## config.mk

```make
export PLATFORM = sky130hd
export DESIGN_NAME = bwg_grad
export DESIGN_NICKNAME = d
export VERILOG_FILES = /design/src/hw/rtl/bwg_pkg.sv /design/src/hw/rtl/bwg_grad.sv
export SDC_FILE = /design/constraint.sdc
export NUM_CORES = 2
export LEC_CHECK = 0
export BUFFER_PORTS_ARGS = -buffer_cell sky130_fd_sc_hd__buf_2
export CAP_MARGIN = 20
export CORE_ASPECT_RATIO = 1.5
export CORE_MARGIN = 2
export CORE_UTILIZATION = 30
export DETAILED_ROUTE_END_ITERATION = 8
export MAX_ROUTING_LAYER = met4
export PLACE_DENSITY = 0.48
export SLEW_MARGIN = 25
export SYNTH_ARGS = -nofsm -noshare
export SYNTH_HDL_FRONTEND = slang
export SYNTH_SLANG_ARGS = --single-unit
```

## constraint.sdc

```tcl
create_clock -name clock -period 10.15 [get_ports clock]
set_clock_uncertainty 0.1 [all_clocks]
set_input_delay 1.015 -clock clock [delete_from_list [all_inputs] [get_ports clock]]
set_output_delay 1.015 -clock clock [all_outputs]
set_load 0.005 [all_outputs]
```

## src/hw/rtl/bwg_pkg.sv

```systemverilog
`timescale 1ns / 1ps

package bwg_pkg;

   // Fixed-point format and grid limits
   localparam int FRAC_BITS = 16;
   localparam int GRID_SIZE = 1024;
   localparam int ONE_Q     = 2 ** FRAC_BITS;

   // Field widths
   localparam int NODE_W = 10;
   localparam int POS_W  = 32;
   localparam int INV_W  = 24;
   localparam int OUT_W  = 25;

   // Stream data widths, padded to whole bytes
   localparam int REQ_FIELDS_W = 2 * NODE_W + 2 * POS_W;
   localparam int REQ_DATA_W   = ((REQ_FIELDS_W + 7) / 8) * 8;
   localparam int RSP_FIELDS_W = 2 * OUT_W;
   localparam int RSP_DATA_W   = ((RSP_FIELDS_W + 7) / 8) * 8;

   // Internal datapath widths
   localparam int PROD_W = POS_W + INV_W + 1;       // pos * inv, exact
   localparam int D_W    = PROD_W - FRAC_BITS;      // offset d in Q.F
   localparam int X_W    = FRAC_BITS + 1;           // a or 2-a
   localparam int X2_W   = FRAC_BITS + 2;           // x^2 in Q.F
   localparam int X3_W   = FRAC_BITS + 3;           // x^3 in Q.F
   localparam int NUM_W  = FRAC_BITS + 7;           // weight numerator, signed
   localparam int SL_W   = FRAC_BITS + 6;           // slope before trimming, signed
   localparam int DW_W   = FRAC_BITS + 3;           // N'(d), signed
   localparam int W_W    = FRAC_BITS + 1;           // N(d), unsigned
   localparam int T_W    = DW_W + INV_W + 1 - FRAC_BITS;
   localparam int G_W    = T_W + W_W + 1 - FRAC_BITS;

   // floor(n / 6) as floor((n >> 1) * M / 2^K)
   localparam int DIV3_SHIFT = FRAC_BITS + 5;
   localparam int DIV3_MULT  = (2 ** DIV3_SHIFT + 2) / 3;

   // Pipeline depth
   localparam int AXIS_STAGES = 7;
   localparam int GRAD_STAGES = 2;
   localparam int STAGES      = AXIS_STAGES + GRAD_STAGES;

   typedef logic [STAGES-1:0] stage_en_type;

   // Per-axis kernel result
   typedef struct packed {
      logic [W_W-1:0]         w;
      logic signed [DW_W-1:0] dw;
   } axis_res_type;

endpackage

```

## src/hw/rtl/bwg_grad.sv

```systemverilog
`timescale 1ns / 1ps

module bwg_grad (
   input  logic                              clock,
   input  logic [bwg_pkg::GRAD_STAGES-1:0]   stage_en,
   input  logic [bwg_pkg::INV_W-1:0]         inv_spacing,
   input  bwg_pkg::axis_res_type             res_x,
   input  bwg_pkg::axis_res_type             res_y,
   output logic signed [bwg_pkg::OUT_W-1:0]  grad_x,
   output logic signed [bwg_pkg::OUT_W-1:0]  grad_y
);
   import bwg_pkg::*;

   localparam int TP_W = DW_W + INV_W + 1;
   localparam int GP_W = T_W + W_W + 1;

   // Clamp to the output range
   function automatic logic signed [OUT_W-1:0] sat_out(input logic signed [G_W-1:0] g);
      logic fits;
      fits = (g[G_W-1:OUT_W-1] == '0) || (g[G_W-1:OUT_W-1] == '1);
      if (fits) begin
         sat_out = g[OUT_W-1:0];
      end else if (g[G_W-1]) begin
         sat_out = {1'b1, {(OUT_W-1){1'b0}}};
      end else begin
         sat_out = {1'b0, {(OUT_W-1){1'b1}}};
      end
   endfunction

   logic signed [TP_W-1:0] tp_x;
   logic signed [TP_W-1:0] tp_y;
   logic signed [T_W-1:0]  t_x_ff;
   logic signed [T_W-1:0]  t_y_ff;
   logic [W_W-1:0]         w_x_ff;
   logic [W_W-1:0]         w_y_ff;
   logic signed [GP_W-1:0] gp_x;
   logic signed [GP_W-1:0] gp_y;
   logic signed [OUT_W-1:0] grad_x_ff;
   logic signed [OUT_W-1:0] grad_y_ff;

   // Stage 8: t = floor(N' * inv / 2^F)
   assign tp_x = res_x.dw * $signed({1'b0, inv_spacing});
   assign tp_y = res_y.dw * $signed({1'b0, inv_spacing});

   always_ff @(posedge clock) begin
      if (stage_en[0]) begin
         t_x_ff <= tp_x[TP_W-1:FRAC_BITS];
         t_y_ff <= tp_y[TP_W-1:FRAC_BITS];
         w_x_ff <= res_x.w;
         w_y_ff <= res_y.w;
      end
   end

   // Stage 9: g = floor(t * N(other axis) / 2^F), saturated
   assign gp_x = t_x_ff * $signed({1'b0, w_y_ff});
   assign gp_y = t_y_ff * $signed({1'b0, w_x_ff});

   always_ff @(posedge clock) begin
      if (stage_en[1]) begin
         grad_x_ff <= sat_out(gp_x[GP_W-1:FRAC_BITS]);
         grad_y_ff <= sat_out(gp_y[GP_W-1:FRAC_BITS]);
      end
   end

   assign grad_x = grad_x_ff;
   assign grad_y = grad_y_ff;

endmodule

```

[Yosys cells after proc, flatten, opt, wreduce, memory -nomap -nowiden]
Index checks and enable logic that the tools add are counted.
Operators by class
  $mul: 4
  eq/ne operators: 2
  mux-type cells: 4
  reductions and logical operators: 4
Operators with widths (number)
  $mux W25: 4
  $mul A28 B18 Y46: 2
  $mul A19 B25 Y44: 2
  $eq A6 B6 Y1 const B: 2
  $logic_not A6 Y1: 2
  $logic_or A1 B1 Y1: 2
Storage, ports and cells
  register bits after elaboration: 140
  bits of input ports: 99
  output and inout port bits: 50
  logic and storage cells: 20

[Logic depth before layout (Yosys ltp)]
  word-level depth: 4
  depth in mapped cells: 28
  mapped depth without buffers: 25

[Least setup slack after synthesis]
Ideal clock, no wire load.
  path kind: input to register
  start point: in inv_spacing[13] in the netlist's numbering
  end point: reg t_y_ff[22], data pin
  setup time: 259 ps
  arrival time: 7374 ps
  required time: 9791 ps
  slack: 2417 ps
  stages on the path: 26
  buffers on the path: 2
  path through: clkbuf_1 > clkbuf_1 > nand2_1 > fa_1 > inv_1 > fa_1 > inv_1 > fa_1 > inv_1 > fa_1 > inv_1 > fa_1 > inv_1 > fa_1 > fa_1 > ha_1 > a21oi_1 > o21ai_0 > a2111oi_0 > o21bai_1 > a21oi_1 > o31ai_1 > a21bo_2 > a31o_2 > a21oi_1 > xnor2_1
On the way
  longest elaborated chain between the ends: 1
Ends and longest elaborated chain
  from (decl): RTL line bwg_grad.sv:6  | input logic [bwg_pkg::INV_W-1:0] inv_spacing,
  $mul A19 B25 Y44: RTL line bwg_grad.sv:43  | assign tp_y = res_y.dw * $signed({1'b0, inv_spacing});
  via tp_y[38]: RTL line bwg_grad.sv:31  | logic signed [TP_W-1:0] tp_y;
  to (signal assigned): RTL line bwg_grad.sv:48  | t_y_ff <= tp_y[TP_W-1:FRAC_BITS];
  to (decl): RTL line bwg_grad.sv:33  | logic signed [T_W-1:0] t_y_ff;
The timed path passes the listed nets, and every way through them passes these cells.
A chain may end at the register's enable or synchronous reset.

[Worst setup path after layout]
  start point: reg w_y_ff[4]
  end point: reg grad_x_ff[3], in the netlist grad_x[3], data pin
On the way
  longest elaborated chain between the ends: 4
  elaborated cells between the ends (all ways): 6
  classes of those cells: mul (1); eq/ne (1); mux (2); reduce/logical (2)
Ends and longest elaborated chain
  from (decl): RTL line bwg_grad.sv:35  | logic [W_W-1:0] w_y_ff;
  from (signal assigned): RTL line bwg_grad.sv:50  | w_y_ff <= res_y.w;
  $mul A28 B18 Y46 (*): RTL line bwg_grad.sv:55  | assign gp_x = t_x_ff * $signed({1'b0, w_y_ff});
  $eq A6 B6 Y1 or $logic_not A6 Y1 (tied branches): RTL line bwg_grad.sv:20  | fits = (g[G_W-1:OUT_W-1] == '0) || (g[G_W-1:OUT_W-1] == '1);
  $logic_or A1 B1 Y1: RTL line bwg_grad.sv:20
  $mux W25 (*): RTL line bwg_grad.sv:21  | if (fits) begin
  to (signal assigned): RTL line bwg_grad.sv:60  | grad_x_ff <= sat_out(gp_x[GP_W-1:FRAC_BITS]);
  to (decl): RTL line bwg_grad.sv:38  | logic signed [OUT_W-1:0] grad_x_ff;
Mark *: on every way between the ends. The rest lies on a longest branch, timed or not.

==> results.md <==
* CP endpoint kind: register
* Worst-skew pair later-pin latency at 0.55 ns
* Clk buf depth at 3
* Clk sinks at 140
* RSZ-0062 raised after global routing: no
* Average wire per cell in the routed design at 19.4 um
* Setup-failing EPs final at 0
* Syn_nets at 9605
* Iteration-0 DRC Markers at 2090
* Clock root buffer: clkbuf_16
* Vias in the first global route at 53733
* Vias per cell at 4.64
* Cells after synthesis at 7296
* Final Hold Violating Endpoints at 0
* Post-DP HPWL at 159000 um
* Yosys cell types at 73
* Synthesized area at 0.0671 mm2
* Vias at 46932
* Slew headroom at 29.7%
* Residual DRC at 0
* Worst-Margin Slew at 1.05 ns
* Routability congestion estimate at 0.861
* Post-synth EDFFs at 140
* Initial core utilization at 30.2%
* DRT antenna net count at 0
* Die area at 0.228 mm2
* Core Region at 0.222 mm2
* Status: finished, final reports clean
* Setup TNS Final at 0 ns
* Layout cell share with drive strength beyond 1 at 3.98%
* Inserted Clock Buffers at 25
* Synthesized area per cell at 9.20 um2
* Placement Cell Area at 0.0707 mm2
* Commonest non-fill, non-tap cell in the layout: inv_1
* I/O Pins at 149
* Setup CP Type: reg -> reg
* Resize count post-CTS at 0
* First-pass GRT wire length at 311000 um
* Startpoint types: register
* Clock slew at reported path FFs at 0.08 ns
* Storage cell area at 0.00420 mm2
* GRT overflow at 0
* Wirelength, routed at 196000 um
* Most frequent cells in the layout: inv_1, fa_1, nand2_1, and2_1, ha_1
* Largest net degree at the start of global routing at 59
* Crit path DAT at 8.64 ns
* Slew Limit Fails at 0
* Initial antenna violation count at 27
* Ys async rst share at 0%
* Max-Cap Viols at 0
* Fillers at 23382
* Sequential area share after synthesis at 6.26%
* Post CTS Setup Buffer Count at 0
* Synthesis Warnings at 0
* Htree depth at 4
* Hold Path Class: in -> reg
* Final period utilization at 83.6%
* Fin area at 0.0715 mm2
* Yosys reg bits at 140
* Post-placement setup slack at 1.22 ns
* Max FO, Critical Path at 24
* Layout area overhead at 6.48%
* WP data required at 10.31 ns
* CTS tree: done
* Initial DRT Pass Iterations at 5
* Multi-input logic area at 0.0542 mm2
* Worst setup margin at 1.66 ns
* GRT Overall Usage at 18.3%
* Top FF cell, synth: edfxtp_1
* Fin nets at 9515
* Row cnt at 212
* Die Wd at 390 um
* Die Y at 583 um
* Fin crit period at 8.49 ns
* R2r setup slk at 1.66 ns
* IO buf count at 148
* Hold-fix buffers, CTS at 0
* Highest clock rate at 0.118 GHz
Yosys cell counts, types with 3 or more instances:
cell	count	area (um2)
a41oi_1	3	26.3
nor2_1	64	240
o21a_1	44	330
inv_1	1977	7420
buf_4	3	22.5
a21boi_0	4	30.0
o22ai_1	4	25.0
nor3_1	19	95.1
a2111oi_0	4	35.0
and2_1	773	4840
buf_2	5	25.0
a21oi_1	116	581
nand2_1	1099	4130
nand3_1	35	175
o21ai_1	6	30.0
nand4_1	20	125
ha_1	548	6860
a21o_1	80	601
edfxtp_1	140	4200
or2_2	4	25.0
nor2b_1	37	231
buf_6	5	56.3
fa_1	1662	33300
o21ai_0	44	220
nand2b_1	32	200
o21bai_1	8	60.1
xnor2_1	91	797
xor2_1	35	307
a31oi_1	10	62.6
o211ai_1	7	52.6
clkbuf_1	324	1220
a211oi_1	10	75.1
or3_1	6	37.5
and3_1	16	100
a221oi_1	6	52.6
a31o_2	6	52.6
and4_1	6	52.6
flip-flops by register name, summed over array words and instances, names as in the netlist:
name and count:
grad_x 25, grad_y 25, t_x_ff 28, t_y_ff 28
w_x_ff 17, w_y_ff 17
final cells by class:
class | count | area share [%]
well taps | 2889 | 5.06
flip-flops and latches | 140 | 5.88
repair buffers | 221 | 1.84
multi-input cells | 4841 | 75.8
clock inverters | 8 | 0.0893
inverters | 1977 | 10.4
diodes | 21 | 0.0735
clock buffers | 25 | 0.875
critical path, cell delays in order, from the launching register on:
cell and delay (ns):
edfxtp_1 0.95, buf_4 0.34, nand2_1 0.13, fa_1 0.77, fa_1 0.49, inv_1 0.09, fa_1 0.44, fa_1 0.52
fa_1 0.50, inv_1 0.05, fa_1 0.47, inv_1 0.04, ha_1 0.40, nand4_1 0.24, or4_1 0.60, o22ai_2 0.31
nor2_2 0.14, o21ba_2 0.25, xnor2_1 0.13, or3_1 0.35, o31a_2 0.53, o21a_1 0.31
stage by stage:
step / hold WS [ns] / cells / util, %
detailed placement: 1.09 / 10066 / 31.8
floorplan: 1.01 / 7296 / -
global route: 0.510 / 10122 / 32.1
finish: 0.531 / 10122 / 32.1
global placement: 1.09 / 10064 / 31.8
CTS: 0.489 / 10099 / 32.1
final timing paths:
| check | from | end | depth (start not counted) |
|---|---|---|---|
| setup / recovery | w_y_ff[4] | grad_x[3] | 21 |
| hold / removal | res_x[28] | w_x_ff[9] | 1 |
| setup reg to reg | w_y_ff[4] | grad_x[3] | 21 |
| hold reg to reg | w_y_ff[15] | grad_x[24] | 9 |
per-layer routing:
metal	share of wire [%]	wire length, um	GRT usage (%)
met5	0	0	-
met2	53	104000	33.2
met4	3.6	7030	6.16
met3	3.3	6410	1.58
met1	40	78400	21.2
cell families after synthesis:
family                   count (synthesis)  share of synthesized area [%]
AND/OR/NAND/NOR                       2119                           15.4
flip-flops                             140                           6.26
multiplexers                             1                         0.0149
buffers and inverters                 2315                           13.0
AO/OA/AOI/OAI                          384                           3.87
adder cells (fa/ha/maj)               2210                           59.8
XOR/XNOR                               127                           1.67
Power is not shown: default switching activity piles up to over one toggle a cycle in this logic, so the estimate is an artifact.
