## src/hw/rtl/bwg_pkg.sv

```systemverilog
`timescale 1ns / 1ps

package bwg_pkg;

   // Fixed-point format and grid limits
   localparam int FRAC_BITS = 16;
   localparam int GRID_SIZE = 1024;
   localparam int ONE_Q     = 2 ** FRAC_BITS;

   // Field widths
   localparam int NODE_W = 10;
   localparam int POS_W  = 32;
   localparam int INV_W  = 24;
   localparam int OUT_W  = 25;

   // Stream data widths, padded to whole bytes
   localparam int REQ_FIELDS_W = 2 * NODE_W + 2 * POS_W;
   localparam int REQ_DATA_W   = ((REQ_FIELDS_W + 7) / 8) * 8;
   localparam int RSP_FIELDS_W = 2 * OUT_W;
   localparam int RSP_DATA_W   = ((RSP_FIELDS_W + 7) / 8) * 8;

   // Internal datapath widths
   localparam int PROD_W = POS_W + INV_W + 1;       // pos * inv, exact
   localparam int D_W    = PROD_W - FRAC_BITS;      // offset d in Q.F
   localparam int X_W    = FRAC_BITS + 1;           // a or 2-a
   localparam int X2_W   = FRAC_BITS + 2;           // x^2 in Q.F
   localparam int X3_W   = FRAC_BITS + 3;           // x^3 in Q.F
   localparam int NUM_W  = FRAC_BITS + 7;           // weight numerator, signed
   localparam int SL_W   = FRAC_BITS + 6;           // slope before trimming, signed
   localparam int DW_W   = FRAC_BITS + 3;           // N'(d), signed
   localparam int W_W    = FRAC_BITS + 1;           // N(d), unsigned
   localparam int T_W    = DW_W + INV_W + 1 - FRAC_BITS;
   localparam int G_W    = T_W + W_W + 1 - FRAC_BITS;

   // floor(n / 6) as floor((n >> 1) * M / 2^K)
   localparam int DIV3_SHIFT = FRAC_BITS + 5;
   localparam int DIV3_MULT  = (2 ** DIV3_SHIFT + 2) / 3;

   // Pipeline depth
   localparam int AXIS_STAGES = 7;
   localparam int GRAD_STAGES = 2;
   localparam int STAGES      = AXIS_STAGES + GRAD_STAGES;

   typedef logic [STAGES-1:0] stage_en_type;

   // Per-axis kernel result
   typedef struct packed {
      logic [W_W-1:0]         w;
      logic signed [DW_W-1:0] dw;
   } axis_res_type;

endpackage

```

## src/hw/rtl/bwg_ctrl.sv

```systemverilog
`timescale 1ns / 1ps

module bwg_ctrl (
   input  logic                  clock,
   input  logic                  reset,
   input  logic                  req_tvalid,
   output logic                  req_tready,
   output logic                  rsp_tvalid,
   input  logic                  rsp_tready,
   output bwg_pkg::stage_en_type stage_en
);
   import bwg_pkg::*;

   stage_en_type valid_ff;
   stage_en_type valid_in;
   stage_en_type valid_src;

   // A stage moves when it is empty or the stage after it moves
   always_comb begin
      stage_en[STAGES-1] = !valid_ff[STAGES-1] || rsp_tready;
      for (int k = STAGES - 2; k >= 0; k--) begin
         stage_en[k] = !valid_ff[k] || stage_en[k+1];
      end
   end

   // Valid bits shift along with the data
   assign valid_src = {valid_ff[STAGES-2:0], req_tvalid};
   assign valid_in  = (stage_en & valid_src) | (~stage_en & valid_ff);

   always_ff @(posedge clock) begin
      if (reset) begin
         valid_ff <= '0;
      end else begin
         valid_ff <= valid_in;
      end
   end

   assign req_tready = stage_en[0];
   assign rsp_tvalid = valid_ff[STAGES-1];

endmodule

```

## config.mk

```make
export PLATFORM = sky130hd
export DESIGN_NAME = bwg_ctrl
export DESIGN_NICKNAME = d
export VERILOG_FILES = /design/src/hw/rtl/bwg_pkg.sv /design/src/hw/rtl/bwg_ctrl.sv
export SDC_FILE = /design/constraint.sdc
export NUM_CORES = 1
export LEC_CHECK = 0
export BUFFER_PORTS_ARGS = -buffer_cell sky130_fd_sc_hd__buf_4
export CAP_MARGIN = 25
export CORE_AREA = 3 3 40 42
export DETAILED_ROUTE_END_ITERATION = 16
export DIE_AREA = 0 0 43 45
export GPL_TIMING_DRIVEN = 0
export PLACE_DENSITY = 0.56
export RECOVER_POWER = 25
export SYNTH_ARGS = -nofsm -noshare
export SYNTH_HDL_FRONTEND = slang
export SYNTH_SLANG_ARGS = --single-unit
export TNS_END_PERCENT = 100
```

## constraint.sdc

```tcl
create_clock -name clock -period 1.5 [get_ports clock]
set_input_delay 0.15 -clock clock [delete_from_list [all_inputs] [get_ports clock]]
set_output_delay 0.15 -clock clock [all_outputs]
set_load 0.005 [all_outputs]
```

# [Word level (Yosys, flattened, before mapping)]
# Cells that the tools add are included.
[classes] bitwise=4 n_reduce_logical=18
[ops] operator="AND 9 bit" n=2
[ops] operator="logical NOT 1 bit" n=9
[ops] operator="logical OR 1 bit" n=9
[ops] operator="inverter 9 bit" n=1
[ops] operator="bitwise OR 9 bit" n=1
[totals] elab_cells=23 input_bits=4 regBits=9

# [Longest topological paths before layout]
# Gate-level depths: netlist (run 1).
[depth] ltp_word=13 mapped_depth=5 mapped_depth_nobuf=3

# [Worst setup path after synthesis (run 1)]
# OpenSTA, ideal clock, no wires.
[synth_path] kind="register to output" from="reg with a tool-made name" to="out stage_en[0]" t_required_ns=1.350 path_buffers=2 path_stages_with_launch=6 slack_ns=0.204 arrival_time_ns=1.146 cell_sequence="dfxtp_1 -> and4b_1 -> buf_6 -> nand3_4 -> or2_1 -> buf_4"
[synth_rtl] element="to (decl)" line_no="bwg_ctrl.sv:10" text="output bwg_pkg::stage_en_type stage_en"

==> run summary, run 1 <==
outcome = complete, no violations
Max-Slew Margin vs Limit = 0.711
Area Overhead vs Synth = 44.7%
Post-route DRC = 0
register area share after synthesis = 0.477
DR vias = 343
placed cells = 72
vias in the first global route = 277
Antenna Nets Post-Route = 0
capture point of the critical path = req_tready
reg2reg path depth = 6
Slew @ Worst Pin = 0.434 ns
commonest non-fill, non-tap cell in the layout = buf_4
Max VDD drop = 302 uV
clk root buf = clkbuf_4
synth unique cells = 17
Post-DP HPWL = 546 um
Placement Cell Area = 494 um^2
critical path arrival = 1.33 ns
P_leak = 0.222 nW
crit path kind = reg2out
layout cells sized above 1 = 0.406
Num CTS Buffers = 3
Post-Syn Area = 378 um^2
Starting Density = 0.294
H-tree depth = 1
largest net degree at the start of global routing = 11
via density per instance = 4.34
first-pass GRT wire length = 1180 um
gr usage total = 0.0868
Die Span X = 43 um
post-synthesis register bit count = 9
DR iter-0 viols = 8
final hold vios = 0
Ys Warns = 0
Final setup viols = 0
fin nets = 69
core box area = 0.00128 mm^2
most frequent cells in the layout = buf_4, inv_1, a21oi_1, nor2_1, dfxtp_1
clock skew = 0.000521 ns
Die Span Y = 45 um
ANT cells = 0
Max-cap violations = 0
gr ovfl total = 0
Pre-antenna DRT Iters = 4
Slew Viols, Final = 0
clock sinks = 9
Longest Clk Path Bufs = 2
Final Cycle Share = 0.985
Tmin final = 1.48 ns
CP Launch Type = flop
Critical Path RT = 1.35 ns
die area = 0.00194 mm^2
Worst-Skew Late Latency = 0.26 ns
top cell type's share of synthesized area = 0.477
Post-Route WL = 752 um
post-synth top area cell = dfxtp_1
CTS tree = done
initial antenna violation count = 0
cts hold-fix bufs = 0
syn_area_per_cell = 8.59 um^2
Clk pin slew, worst setup/hold paths = 0.06 ns
Setup TNS = 0 ns
HP Start = req_tvalid
non-filler cells, final = 79
pwr/cell area = 830 mW/mm^2
crit path max fanout = 2
routed wire length per instance = 9.52 um
RD Place Congestion = 0.696
maximum clock rate = 677 MHz
Reg2Reg Setup Slack = 0.25 ns
Hold Path Class = in2reg
Finished Cell Area = 547 um^2
Top Ports = 15
cells after synthesis = 44
largest cells by area after synthesis = dfxtp_1, a21oi_1, inv_1
RSZ-0062 raised after global routing = yes
row count = 13
port bufs = 13
crit end category = primary output
Mapped Nets = 48
-- metal layers --
| metal | up-vias | global-route usage | share of wire |
|---|---|---|---|
| li1 | 182 | - | - |
| met3 | 5 | 0.0239 | 0.049 |
| met2 | 9 | 0.102 | 0.41 |
| met1 | 147 | 0.112 | 0.48 |
| met4 | 0 | 0.108 | 0.055 |
| met5 | - | 0 | 0 |
-- final cells by class --
cell class | instances | area [um^2]
Clock buffer | 4 | 26.3
Timing Repair Buffer | 17 | 128
Inverter | 6 | 22.5
Tap cell | 15 | 18.8
Buffer | 2 | 15.0
Multi-Input combinational cell | 26 | 153
Sequential cell | 9 | 184
Fill cell | 132 | 738
-- worst max-delay path: stages (launching register included) --
cell and delay [ns]:
dfxtp_2 0.32, and4b_1 0.21, buf_6 0.11, nand3_4 0.06, or2_1 0.23, buf_4 0.14
-- stage by stage --
| step | utilization | hold WS (ns) | total power (W) | setup slack [ns] |
|---|---|---|---|---|
| 2_1_floorplan | - | 0.277 | 0.000260 | 0.204 |
| 3_3_place_gp | 0.385 | 0.369 | 0.000267 | 0.0554 |
| 3_5_place_dp | 0.385 | 0.369 | 0.000267 | 0.0598 |
| 4_1_cts | 0.420 | 0.0903 | 0.000457 | 0.00456 |
| 5_1_grt | 0.426 | 0.0973 | 0.000467 | -0.0647 |
| 6_report | 0.426 | 0.0935 | 0.000454 | 0.0224 |
-- synth_stat cells --
cell type and number:
dfxtp_1 9, a21oi_1 6, inv_1 6, nor2_1 6
nand2_1 3, and3_1 2, nand4_1 2, and4b_1 1
buf_4 1, buf_6 1, clkbuf_1 1, nand2b_1 1
nand3_1 1, nand3_4 1, nor2b_1 1, o31ai_2 1
or2_1 1
-- worst min path at each step --
stage          endpoint  cells after the start
3_3_place_gp       flop                      3
4_1_cts            flop                      3
5_1_grt            flop                      3
3_5_place_dp       flop                      3
6_report           flop                      3
2_1_floorplan      flop                      2
-- timing repair --
action / 4_1_cts / 5_1_grt
gates resized for setup: 3 / 0
setup buffers: 3 / 1
endpoints found under the setup margin: 2 / 5
endpoints found under the hold margin: 0 / 0
pin swaps: 2 / 1
gates cloned: 0 / 0
-- logic make-up (layout without fill, tap and decap cells) --
logic type / Yosys count / after routing / synth area share
AOI/OAI and AO/OA: 7 / 7 / 0.113
and+or+nand+nor: 19 / 19 / 0.291
buffers and inverters: 9 / 29 / 0.119
DFF: 9 / 9 / 0.477
-- report_power, final --
part / internal [W] / total [W] / switching, W
Sequential: 0.000243 / 0.000246 / 0.00000315
Clock: 0.000103 / 0.000193 / 0.0000898
Combinational: 0.00000729 / 0.0000149 / 0.00000766
(Power assumes the default switching activity.)
==> inputs of run 2 (changes only) <==
Settings changed: PLACE_DENSITY 0.56 to 0.58.
Clock period 1.5 ns to 1.23 ns, I/O delays scaled along.
==> run summary, run 2 (same netlist as run 1, synthesis figures left out) <==
clock sinks = 9 (unchanged)
Hold Path Class = in2reg
first-pass GRT wire length = 1270 um (+7.6%)
clock skew = 0.00891 ns (+0.00839 ns)
final setup margin = -0.298 ns (-0.321 ns)
critical path arrival = 1.41 ns (+0.08 ns)
overall power = 0.000547 W (+21%)
die area = 0.00194 mm^2 (unchanged)
most frequent cells in the layout = buf_4, inv_1, a21oi_1, nor2_1, dfxtp_2
layout cells sized above 1 = 0.536 (+0.130)
ANT cells = 0 (unchanged)
Post-Route WL = 897 um (+19%)
CP Launch Type = flop
largest net degree at the start of global routing = 11 (unchanged)
CTS tree = done
Starting Density = 0.294 (unchanged)
Antenna Nets Post-Route = 0 (unchanged)
H-tree depth = 1 (unchanged)
Slowest-stage cell, CP = dfxtp_2
row count = 13 (unchanged)
Pre-antenna DRT Iters = 2 (-2)
fill count = 133 (+0.76%)
Post-DP HPWL = 537 um (-1.7%)
Final setup viols = 10 (+10)
routed wire length per instance = 10.7 um (+12%)
crit path kind = reg2out
Longest Clk Path Bufs = 2 (unchanged)
FF+latch area = 186 um^2 (+1.4%)
initial antenna violation count = 0 (unchanged)
core box area = 0.00128 mm^2 (unchanged)
P_leak = 0.251 nW (+13%)
crit path cell chain = and4b_2 > nand3_4 > or2_1 > buf_4 > buf_6
fin nets = 74 (+7.2%)
Die Span X = 43 um (unchanged)
crit end category = primary output
Slew Viols, Final = 0 (unchanged)
Max-cap violations = 0 (unchanged)
crit-path max cell delay = 0.32 ns (about the same)
commonest non-fill, non-tap cell in the layout = buf_4
final hold vios = 0 (unchanged)
via density per instance = 4.54 (+4.5%)
DR vias = 381 (+11%)
port bufs = 13 (unchanged)
Tmin final = 1.53 ns
Setup TNS = -1.73 ns (-1.73 ns)
Max-Slew Margin vs Limit = 0.680 (-0.0303)
pwr/cell area = 879 mW/mm^2 (+5.8%)
Max VDD drop = 603 uV (+100%)
Post-route DRC = 0 (unchanged)
Clk pin slew, worst setup/hold paths = 0.05 ns (about the same)
multi-input logic area = 178 um^2 (+16%)
outcome = complete, but fails checks
Critical Path RT = 1.11 ns (-0.24 ns)
Final Cycle Share = 1.24
met2 global-route usage = 0.135 (+0.0329)
RD Place Congestion = 0.675 (-3.0%)
met1 track demand over resource = 0.107 (-0.00433)
maximum clock rate = 654 MHz
RSZ-0062 raised after global routing = yes
Die Span Y = 45 um (unchanged)
Area Overhead vs Synth = 64.9%
gr usage total = 0.0920 (+0.00516)
Slew @ Worst Pin = 0.480 ns (+0.0455 ns)
cts hold-fix bufs = 0 (unchanged)
Top Ports = 15 (unchanged)
met3 Use GR = 0.0598 (+0.0359)
crit path max fanout = 2 (unchanged)
Worst-Skew Late Latency = 0.26 ns (about the same)
clk root buf = clkbuf_4
vias in the first global route = 298 (+7.6%)
most used routing layer = met2
gr ovfl total = 0 (unchanged)
Num CTS Buffers = 3 (unchanged)
DR iter-0 viols = 4 (-4)
Finished Core Util = 0.485 (+0.0594)
violated checks = setup timing
## run 2: changes by cell type in the layout (fill, tap and decap cells not counted), moves of 2 or more
cell     previous run  this run
dfxtp_2             3         5
dfxtp_1             6         4
buf_6               1         4
buf_4              16        19
## run 2: worst max-delay path: cells and delay by family, from the launching register on
family | cells | cell delay [ns]
buffers and inverters | 2 | 0.24
DFF | 1 | 0.32
and+or+nand+nor | 3 | 0.59
## run 2: path summary, 6_finish.rpt
path / from / depth (start not counted) / slack, ns / end
max: flop / 5 / -0.30 / stage_en[0]
min: req_tvalid / 3 / 0.11 / flop
max reg2reg: flop / 6 / -0.10 / flop
min reg2reg: flop / 2 / 0.44 / flop
## run 2: repair_timing
action	4_1_cts	5_1_grt
pin swaps	2	5
gates resized for setup	3	10
endpoints found under the hold margin	0	0
endpoints found under the setup margin	8	11
setup buffers	4	6
## run 2: final cells by class
type | instances | area share
sequential | 9 | 0.299
timing repair buffer | 22 | 0.289
multi-input combinational | 26 | 0.285
clock buffer | 4 | 0.0422
inverter | 6 | 0.0361
tap | 15 | 0.0301
buffer | 2 | 0.0181
## run 2: per-layer routing
layer | vias to the layer above | wire length [um]
li1 | 193 | -
met1 | 174 | 409
met2 | 14 | 412
met3 | 0 | 75
met4 | 0 | 0
met5 | - | 0
## run 2: report_power, final
group | switching [W] | leakage (nW) | internal [W]
registers | 0.00000412 | 0.0756 | 0.000297
clock network | 0.000100 | 0.0150 | 0.000125
logic | 0.0000115 | 0.161 | 0.0000100
total | 0.000116 | 0.251 | 0.000432
## run 2: per-stage QoR
stage	instance area, um^2	instances	hold slack [ns]	worst slack [ns]
after floorplan	380	44	0.250	0.000490
after global placement	497	72	0.339	-0.142
after detailed placement	497	72	0.344	-0.146
after CTS	561	80	0.0729	-0.351
after global routing	623	84	0.0960	-0.343
final	623	84	0.113	-0.298
